$ cat config.mk
export PLATFORM = sky130hd
export DESIGN_NAME = block_delta_mask_decoder
export DESIGN_NICKNAME = d
export VERILOG_FILES = /design/src/hdl/bdmd_pkg.sv /design/src/hdl/block_delta_mask_decoder.sv
export SDC_FILE = /design/constraint.sdc
export NUM_CORES = 1
export LEC_CHECK = 0
export BUFFER_PORTS_ARGS = -buffer_cell sky130_fd_sc_hd__buf_2
export CELL_PAD_IN_SITES_DETAIL_PLACEMENT = 0
export CELL_PAD_IN_SITES_GLOBAL_PLACEMENT = 1
export CORE_MARGIN = 3
export CORE_UTILIZATION = 44
export CTS_CLUSTER_DIAMETER = 120
export DETAILED_ROUTE_END_ITERATION = 10
export PLACE_DENSITY_LB_ADDON = 0.25
export SETUP_SLACK_MARGIN = 0.5
export SLEW_MARGIN = 20
export SYNTH_ARGS = -nofsm -noshare
export SYNTH_HDL_FRONTEND = slang
export SYNTH_SLANG_ARGS = --single-unit
$ cat constraint.sdc
create_clock -name clk_i -period 5.6 [get_ports clk_i]
set_input_delay 0.56 -clock clk_i [delete_from_list [all_inputs] [get_ports clk_i]]
set_output_delay 0.56 -clock clk_i [all_outputs]
set_load 0.05 [all_outputs]
$ cat src/hdl/bdmd_pkg.sv
// Package for the block delta/mask decoder: widths, item codes, sequencer
// states and the saturating adder. No dependencies.
`default_nettype none

package bdmd_pkg;

  // Field widths fixed by the item format
  localparam int unsigned SampleW = 32;
  localparam int unsigned MaskW   = 32;

  // Default number of samples in one block
  localparam int unsigned BdmdBlockLen = 32;

  // Saturation limits
  localparam logic signed [SampleW-1:0] SampleMax = {1'b0, {(SampleW-1){1'b1}}};
  localparam logic signed [SampleW-1:0] SampleMin = {1'b1, {(SampleW-1){1'b0}}};

  // Item type codes
  localparam logic ReqHeader = 1'b0;
  localparam logic ReqValue  = 1'b1;

  // Block mode codes
  localparam logic ModeDelta  = 1'b0;
  localparam logic ModeMasked = 1'b1;

  // Sequencer states
  typedef enum logic [1:0] {
    StIdle,
    StValue,
    StRun
  } state_e;

  // Add two signed samples and clamp to the signed sample range
  function automatic logic signed [SampleW-1:0] sat_add(
    input logic signed [SampleW-1:0] a,
    input logic signed [SampleW-1:0] b
  );
    logic signed [SampleW:0] s;
    s = {a[SampleW-1], a} + {b[SampleW-1], b};
    if (s[SampleW] != s[SampleW-1]) begin
      return s[SampleW] ? SampleMin : SampleMax;
    end
    return s[SampleW-1:0];
  endfunction

endpackage

`default_nettype wire

$ cat src/hdl/block_delta_mask_decoder.sv
// Top level of the block delta/mask decoder: sequencer, shared saturating
// adder, mask shifter and output register. Depends on bdmd_pkg.
`default_nettype none

// Block decoder for signed fixed-point samples. A header item opens a block of
// BlockLen samples, either in delta mode (each value item adds to a running sum
// that is emitted) or in masked mode (a set mask bit, MSB first, takes a value
// item and emits value plus base; a clear bit emits the base alone). In delta
// mode a value item that finds a block open is accepted in idle and then forms
// its sample in the shared saturating adder in the value state. In masked mode
// it then goes on to the run state, which emits the base for each clear mask
// position that follows before returning to idle. A header is accepted in idle,
// then in masked mode the run state emits the base for each clear position that
// follows before returning to idle; each emitted sample waits for the output
// register to drain. The input is not ready while an item is being worked on.
// Value items with no open block are dropped; a header abandons any open block.
module block_delta_mask_decoder
  import bdmd_pkg::*;
#(
  parameter int unsigned BlockLen = BdmdBlockLen
) (
  input  wire logic                      clk_i,
  input  wire logic                      rst_ni,
  // input items
  input  wire logic                      in_valid_i,
  output      logic                      in_ready_o,
  input  wire logic                      req_type_i,
  input  wire logic                      block_mode_i,
  input  wire logic signed [SampleW-1:0] base_value_i,
  input  wire logic        [MaskW-1:0]   present_mask_i,
  input  wire logic signed [SampleW-1:0] coded_value_i,
  // result items
  output      logic                      out_valid_o,
  input  wire logic                      out_ready_i,
  output      logic signed [SampleW-1:0] sample_o,
  output      logic                      block_last_o
);

  localparam int unsigned PosW = (BlockLen > 1) ? $clog2(BlockLen) : 1;
  localparam logic [PosW-1:0] PosLast = PosW'(BlockLen - 1);

  state_e                    state_q, state_d;
  logic                      open_q, open_d;
  logic                      mode_q, mode_d;
  logic signed [SampleW-1:0] base_q, base_d;
  logic        [MaskW-1:0]   mask_q, mask_d;
  logic        [PosW-1:0]    pos_q, pos_d;
  logic signed [SampleW-1:0] sum_q, sum_d;
  logic signed [SampleW-1:0] coded_q, coded_d;
  logic                      out_valid_q, out_valid_d;
  logic signed [SampleW-1:0] sample_q, sample_d;
  logic                      last_q, last_d;

  logic                      slot_free;
  logic                      emit;
  logic                      emit_last;
  logic signed [SampleW-1:0] emit_sample;
  logic signed [SampleW-1:0] add_a;
  logic signed [SampleW-1:0] add_res;

  // Shared saturating adder: running sum in delta mode, base in masked mode
  assign add_a   = (mode_q == ModeMasked) ? base_q : sum_q;
  assign add_res = sat_add(add_a, coded_q);

  // Output register can take a sample when empty or draining this cycle
  assign slot_free = !out_valid_q || out_ready_i;

  // Sequencer: next state, block state and emit control
  always_comb begin
    state_d     = state_q;
    open_d      = open_q;
    mode_d      = mode_q;
    base_d      = base_q;
    mask_d      = mask_q;
    pos_d       = pos_q;
    sum_d       = sum_q;
    coded_d     = coded_q;
    in_ready_o  = 1'b0;
    emit        = 1'b0;
    emit_sample = base_q;

    unique case (state_q)
      StIdle: begin
        in_ready_o = 1'b1;
        if (in_valid_i) begin
          if (req_type_i == ReqHeader) begin
            open_d  = 1'b1;
            mode_d  = block_mode_i;
            base_d  = base_value_i;
            mask_d  = present_mask_i;
            pos_d   = '0;
            sum_d   = '0;
            state_d = StRun;
          end else if (open_q) begin
            coded_d = coded_value_i;
            state_d = StValue;
          end
        end
      end
      StValue: begin
        if (slot_free) begin
          emit        = 1'b1;
          emit_sample = add_res;
          if (mode_q == ModeDelta) begin
            sum_d   = add_res;
            state_d = StIdle;
          end else begin
            state_d = StRun;
          end
        end
      end
      StRun: begin
        // emit base for every clear position reached
        if (open_q && (mode_q == ModeMasked) && !mask_q[MaskW-1]) begin
          if (slot_free) begin
            emit = 1'b1;
          end
        end else begin
          state_d = StIdle;
        end
      end
      default: begin
        state_d = StIdle;
      end
    endcase

    // Advance position and mask on each emitted sample; close at block end
    emit_last = (pos_q == PosLast);
    if (emit) begin
      mask_d = {mask_q[MaskW-2:0], 1'b0};
      if (emit_last) begin
        pos_d  = '0;
        open_d = 1'b0;
      end else begin
        pos_d = pos_q + PosW'(1);
      end
    end
  end

  // Output register: load on emit, drop when taken
  always_comb begin
    sample_d = sample_q;
    last_d   = last_q;
    if (emit) begin
      out_valid_d = 1'b1;
      sample_d    = emit_sample;
      last_d      = emit_last;
    end else if (out_ready_i) begin
      out_valid_d = 1'b0;
    end else begin
      out_valid_d = out_valid_q;
    end
  end

  // Control and block state
  always_ff @(posedge clk_i or negedge rst_ni) begin
    if (!rst_ni) begin
      state_q     <= StIdle;
      open_q      <= 1'b0;
      mode_q      <= ModeDelta;
      base_q      <= '0;
      mask_q      <= '0;
      pos_q       <= '0;
      sum_q       <= '0;
      out_valid_q <= 1'b0;
    end else begin
      state_q     <= state_d;
      open_q      <= open_d;
      mode_q      <= mode_d;
      base_q      <= base_d;
      mask_q      <= mask_d;
      pos_q       <= pos_d;
      sum_q       <= sum_d;
      out_valid_q <= out_valid_d;
    end
  end

  // Payload registers
  always_ff @(posedge clk_i) begin
    coded_q  <= coded_d;
    sample_q <= sample_d;
    last_q   <= last_d;
  end

  assign out_valid_o  = out_valid_q;
  assign sample_o     = sample_q;
  assign block_last_o = last_q;

endmodule

`default_nettype wire

==> flow_metrics.tcl, run 1 <==
set metrics [dict create \
    ant_nets 0 \
    ctsHoldBuffers 0 \
    grt_pass1_vias 7371 \
    critPathKind "flip-flop to flip-flop" \
    synth_edf_count 65 \
    drt_drc_violations_left 0 \
    cts_tree "built" \
    mostFrequentLayoutCells "nand2_1, buf_2, dfrtp_1" \
    area_growth_syn_to_layout_pct 16.51 \
    row_count 52 \
    grt_max_degree 69 \
    dpl.cell_count 1293 \
    core_area_um2 20300 \
    port_buffers 136 \
    netlist.top_cell.by_area "dfrtp_1" \
    cp_max_fo 18 \
    grt_usage_pct 21.87 \
    synth_top_family_by_area "simple AND/OR/NAND/NOR gates" \
    synth_mux_area_share_pct 4.173 \
    maxSlewViolCount 0 \
    slowest_delay_ps 860 \
    drt_pass1_iterations 5 \
    hp-class "primary input to async pin" \
    critPathMostFrequentCell "buf_4" \
    fin_tns_setup_ps 0 \
    cts_resized 0 \
    synth-seq-area-share_pct 50.51 \
    viasPerCell 5.545 \
    multiInputGateArea_um2 4227 \
    postLayoutCoreUtil_pct 52.32 \
    fin_crit_sh_pct 80.98 \
    filler_cell_count 1910 \
    die_w_um 149.9 \
    layout-drive-gt1-share_pct 21.99 \
    ys.flop_type "dfrtp_1" \
    yosys.area.top_type_share_pct 29.10 \
    final.min_clock_period_ps 4535 \
    cts_buffers 17 \
    synth_compound_area_share_pct 16.88 \
    slowest_stage "nor2_1" \
    avgSynthCellArea_um2 9.801 \
    finClkSkew_ps 13.37 \
    place_hpwl_um 16160 \
    stdcell_count 1326 \
    die_h_um 149.9 \
    final_common_cell "nand2_1" \
    cpLargestDelayFamily "simple AND/OR/NAND/NOR gates" \
    worstPathRequired_ps 5780 \
    drtIter0Drc 503 \
    synth_fp_nets 1070 \
    die_area_um2 22480 \
    postCtsSetupBuffers 0 \
    ys_ff_latch 171 \
    synthArstFlopShare_pct 61.99 \
    worstSkewPairLatency_ps 440 \
    total_power_mw 6.505 \
    clk_path_buf_depth 2 \
    crit_path_start_kind "flip-flop" \
    start_util_pct 44.90 \
    antenna_found_initial 1 \
    rsz0062_at_grt "false" \
    path_buf_inv 2 \
    cap_violations 0 \
    final-setup-viol-count 0 \
    syn-instance-count 930 \
    clockRootBuffer "clkbuf_16" \
    io_pins 137 \
    wire_per_inst_um 18.12 \
    grt_pass1_wl_um 38450 \
    place_congestion 0.8951 \
    status "finished, final reports clean" \
    relSlewSlack_pct 29.55 \
    yosys.area_share.adder_pct 5.299 \
    synth.area.top_cells "dfrtp_1, edfxtp_1, nand2_1" \
    cts_max_level 4 \
    leakage_nw 4.907 \
    path_clk_slew_ps 70 \
    ys_warn_count 0 \
    arrival_ps 4710 \
    hold_viol_final 0 \
    peakVddDrop_mv 0.2661 \
    routed_wl_um 24030 \
    synth_cell_type_count 64 \
    end_kind "flip-flop" \
    tightest_slew_ps 1053 \
    syn-cell-area_um2 9115 \
    path_cells "buf_4, mux2_2, ha_1, nand2_1, or4_1, nor4_2, nor3_4, o211a_1, nor2_1, buf_4, o22ai_1" \
    synth_xor_area_share_pct 2.883 \
    cts_num_sinks 171 \
    yosys.area_share.simple_pct 17.04 \
    powerDensity_nw_per_um2 612.5 \
    seq_area_um2 4604 \
    fmax_ghz 0.2205 \
    grt_overflow_total 0 \
    nets 1182 \
    vias 7353 \
]
## sequential cells by signal, summed over array words and instances, names as in the netlist
signal / cells
open_q: 1
block_last_o: 1
mask_q: 32
coded_q: 32
sum_q: 32
mode_q: 1
state_q: 2
sample_o: 32
base_q: 32
out_valid_o: 1
pos_q: 5
## final timing paths
check	from	to	slack [ps]	depth (start not counted)
max in group asynchronous	rst_ni	base_q[31]	4210	2
setup / recovery	mode_q	sample_o[21]	1070	11
setup reg to reg	mode_q	sample_o[21]	1070	11
hold / removal	rst_ni	base_q[5]	160	1
min in group clk_i	coded_value_i[27]	coded_q[27]	300	1
hold reg to reg	pos_q[3]	pos_q[3]	470	1
## cell usage after synthesis, types with 2 or more instances
cell type / instances
mux2i_1: 2
o311ai_0: 8
a31o_2: 2
nand2_1: 204
a21boi_0: 3
dfrtp_1: 106
nor2b_1: 3
a21o_1: 16
a21oi_1: 55
o211ai_1: 3
and2_1: 2
o21bai_1: 6
o21a_1: 7
a31oi_1: 36
a221oi_1: 2
nand3_1: 30
nor3_1: 9
a2111o_1: 2
o22ai_1: 9
inv_1: 14
and3_1: 4
nand2b_1: 6
edfxtp_1: 65
buf_6: 2
nor2_1: 81
mux2_2: 32
a221o_1: 22
buf_1: 5
o31ai_1: 8
xor2_1: 9
ha_1: 37
clkbuf_1: 37
o211a_1: 2
a2111oi_0: 3
buf_2: 12
nor4_2: 2
nand4_1: 2
or2_2: 7
and4_1: 2
a211o_1: 3
xnor2_1: 21
or4_1: 2
o21ai_0: 24
o221ai_1: 3
## metal layers
metal	GRT usage [%]	part of all wire, %	up-vias	wire length [um]
met5	0	0.054	-	13
met4	7.960	1.8	2	433
met3	5.270	6.7	33	1617
met2	33.84	46	248	11030
met1	30.04	45	3509	10930
li1	-	-	3561	-
## worst reg2reg max path: stages (launching register included)
cell	delay, ps
dfrtp_1	340
buf_4	270
mux2_2	390
ha_1	460
nand2_1	120
or4_1	560
nor4_2	380
nor3_4	110
o211a_1	270
nor2_1	860
buf_4	390
o22ai_1	140
## through the flow
step                setup WS, ps  hold slack [ps]  cell area, um2
finish                      1065            160.9           10620
global route               832.1            208.2           10620
CTS                         1132            183.2           10620
detailed placement          1155            464.4           10000
global placement            1293            458.1           10000
floorplan                   1668            264.4            9115
## layout make-up
| cell class | instances | share of cell area [%] |
|---|---|---|
| Antenna cell | 1 | 0.02356 |
| Timing Repair Buffer | 149 | 7.352 |
| Sequential cell | 171 | 43.36 |
| Inverter | 14 | 0.4948 |
| Multi-Input combinational cell | 689 | 39.80 |
| Clock inverter | 11 | 1.155 |
| Tap cell | 270 | 3.181 |
| Clock buffer | 21 | 4.642 |
## report_power, final
| part | total, mW | switching (mW) | internal, mW |
|---|---|---|---|
| Sequential | 2.04 | 0.251 | 1.79 |
| Clock | 1.23 | 0.534 | 0.692 |
| Combinational | 3.24 | 2.01 | 1.23 |
| Total | 6.51 | 2.79 | 3.71 |
## cells by family after synthesis
kind of cell    after synthesis
xor+xnor                     30
mux                          34
buf+inv                      70
compound gates              224
fa+ha+maj                    38
flops                       171
simple gates                363
Power figures use the tool's default switching activity.
==> inputs of run 2 (changes only) <==
- clock period: 5.6 -> 4.75 ns (I/O delays scaled with it)
==> run 2 against run 1 <==
Compared with the run above:
- combinational power grew 19%
- total power grew 18%
- critical path depth shrank 1
- count of clock-buffer cells in the layout shrank 3
- design area grew 0.53%
- first-iteration DRC count shrank 12%
- flip-flop and latch count is the same
- global-route usage shrank 0.38 points
- non-clock buffer count grew 2
- cell count grew 0.15%
- routed wire length shrank 0.98%
- register-to-register slack lost 320 ps
==> flow_metrics.tcl, run 2 (synthesized netlist as in run 1, its figures left out) <==
set metrics [dict create \
    cts_num_sinks 171 \
    arrival_ps 4270 \
    drtIter0Drc 445 \
    fmax_ghz 0.2497 \
    ant_nets 0 \
    postCtsSetupBuffers 0 \
    crit_path_start_kind "flip-flop" \
    min_to "coded_q[19]" \
    tightest_slew_ps 993.0 \
    core_area_um2 20300 \
    routed_wl_um 23790 \
    vias 7327 \
    grt_pass1_wl_um 38150 \
    final.min_clock_period_ps 4004 \
    wire_per_inst_um 17.92 \
    fin_crit_sh_pct 84.30 \
    end_kind "flip-flop" \
    path_cells "buf_4, mux2_2, ha_1, nand2_1, or4_1, nor4_2, nor3_4, o211a_1, o21bai_1, o311ai_0" \
    maxSlewViolCount 0 \
    cts_max_level 4 \
    hp-class "primary input to flip-flop" \
    finClkSkew_ps 12.72 \
    nets 1184 \
    cp_max_fo 17 \
    r2r-start "mode_q" \
    min_delay_path_depth 1 \
    top_layer_used "met4" \
    port_buffers 136 \
    status "finished, final reports clean" \
    mostFrequentLayoutCells "nand2_1, buf_2, dfrtp_1" \
    worstSkewPairLatency_ps 440 \
    drt-met1-wl_um 11110 \
    cap_violations 0 \
    drt_pass1_iterations 5 \
    reg2reg_slack_ps 750 \
    cts_buffers 17 \
    worstPathRequired_ps 5020 \
    clockRootBuffer "clkbuf_16" \
    leakage_nw 4.922 \
    area_growth_syn_to_layout_pct 17.13 \
    fin_tns_setup_ps 0 \
    slowest_delay_ps 600 \
    die_area_um2 22480 \
    clk_path_buf_depth 2 \
    place_hpwl_um 16290 \
    row_count 52 \
    antenna_found_initial 0 \
    die_w_um 149.9 \
    place_congestion 0.9402 \
    die_h_um 149.9 \
    r2r_cells 10 \
    grt_overflow_total 0 \
    hp-start "coded_value_i[19]" \
    final_common_cell "nand2_1" \
    io_pins 137 \
    final-setup-viol-count 0 \
    cts_tree "built" \
    grt_usage_pct 21.49 \
    drt_drc_violations_left 0 \
    grt_max_degree 76 \
    powerDensity_nw_per_um2 721.1 \
    grt_pass1_vias 7167 \
    relSlewSlack_pct 33.80 \
    layout-drive-gt1-share_pct 22.23 \
    critPathKind "flip-flop to flip-flop" \
    rsz0062_at_grt "true" \
    slowest_stage "o21bai_1" \
    start_util_pct 44.90 \
    r2r-end "sum_q[27]" \
    hold_viol_final 0 \
    path_clk_slew_ps 80 \
    peakVddDrop_mv 0.2681 \
    wl_met2_um 10980 \
    viasPerCell 5.517 \
    routed-wl-met3_um 1262 \
    postLayoutCoreUtil_pct 52.59 \
]
==> run 2: final cells by class <==
| type | count | area (um2) |
|---|---|---|
| clock inverters | 14 | 160.2 |
| fillers | 1938 | 9623 |
| well taps | 270 | 337.8 |
| clock buffers | 18 | 450.4 |
| inverters | 14 | 52.55 |
| diodes | 1 | 2.502 |
| repair buffers | 151 | 818.3 |
| flip-flops and latches | 171 | 4604 |
| multi-input cells | 689 | 4250 |
==> run 2: what timing repair did <==
item | in CTS | in global routing
resized for setup | 0 | 5
hold endpoints to repair | 0 | 25
hold buffers | 0 | 1
setup endpoints to repair | 0 | 44
==> run 2: power breakdown <==
part,leakage [nW],internal (mW),switching [mW]
sequential,1.94,2.11,0.290
combinational,2.68,1.46,2.41
clock,0.301,0.743,0.691
total,4.92,4.31,3.39
==> run 2: how the worst max path moves through the flow <==
stage | start | to | slack, ps
final | mode_q | sum_q[27] | 750
after detailed placement | mode_q | sum_q[18] | 750
after global placement | mode_q | sum_q[18] | 850
after global routing | mode_q | sample_o[17] | 470
after CTS | mode_q | sum_q[18] | 690
after floorplan | mode_q | sample_o[0] | 820
==> run 2: routing by layer <==
metal,up-vias,GRT usage [%]
met5,-,0
met4,0,6.862
met3,36,4.876
met2,185,33.66
met1,3530,29.77
li1,3576,-
==> run 2: per-stage QoR <==
step	instance area (um2)	instances	setup WS (ps)	total power, mW	hold WS (ps)
6_report	10680	1328	745.6	7.699	203.9
5_1_grt	10670	1327	469.2	8.270	185.6
4_1_cts	10610	1325	688.0	7.710	182.6
3_5_place_dp	10000	1293	748.2	6.231	472.3
3_3_place_gp	10000	1293	852.6	6.206	467.1
2_1_floorplan	9115	930	818.4	5.291	179.4
==> run 2: worst max-delay path, delay by kind of cell (launching register included) <==
kind	cells	cell delay (ps)
simple gates	4	1180
fa+ha+maj	1	480
compound gates	3	1180
buf+inv	1	270
flops	1	350
mux	1	370
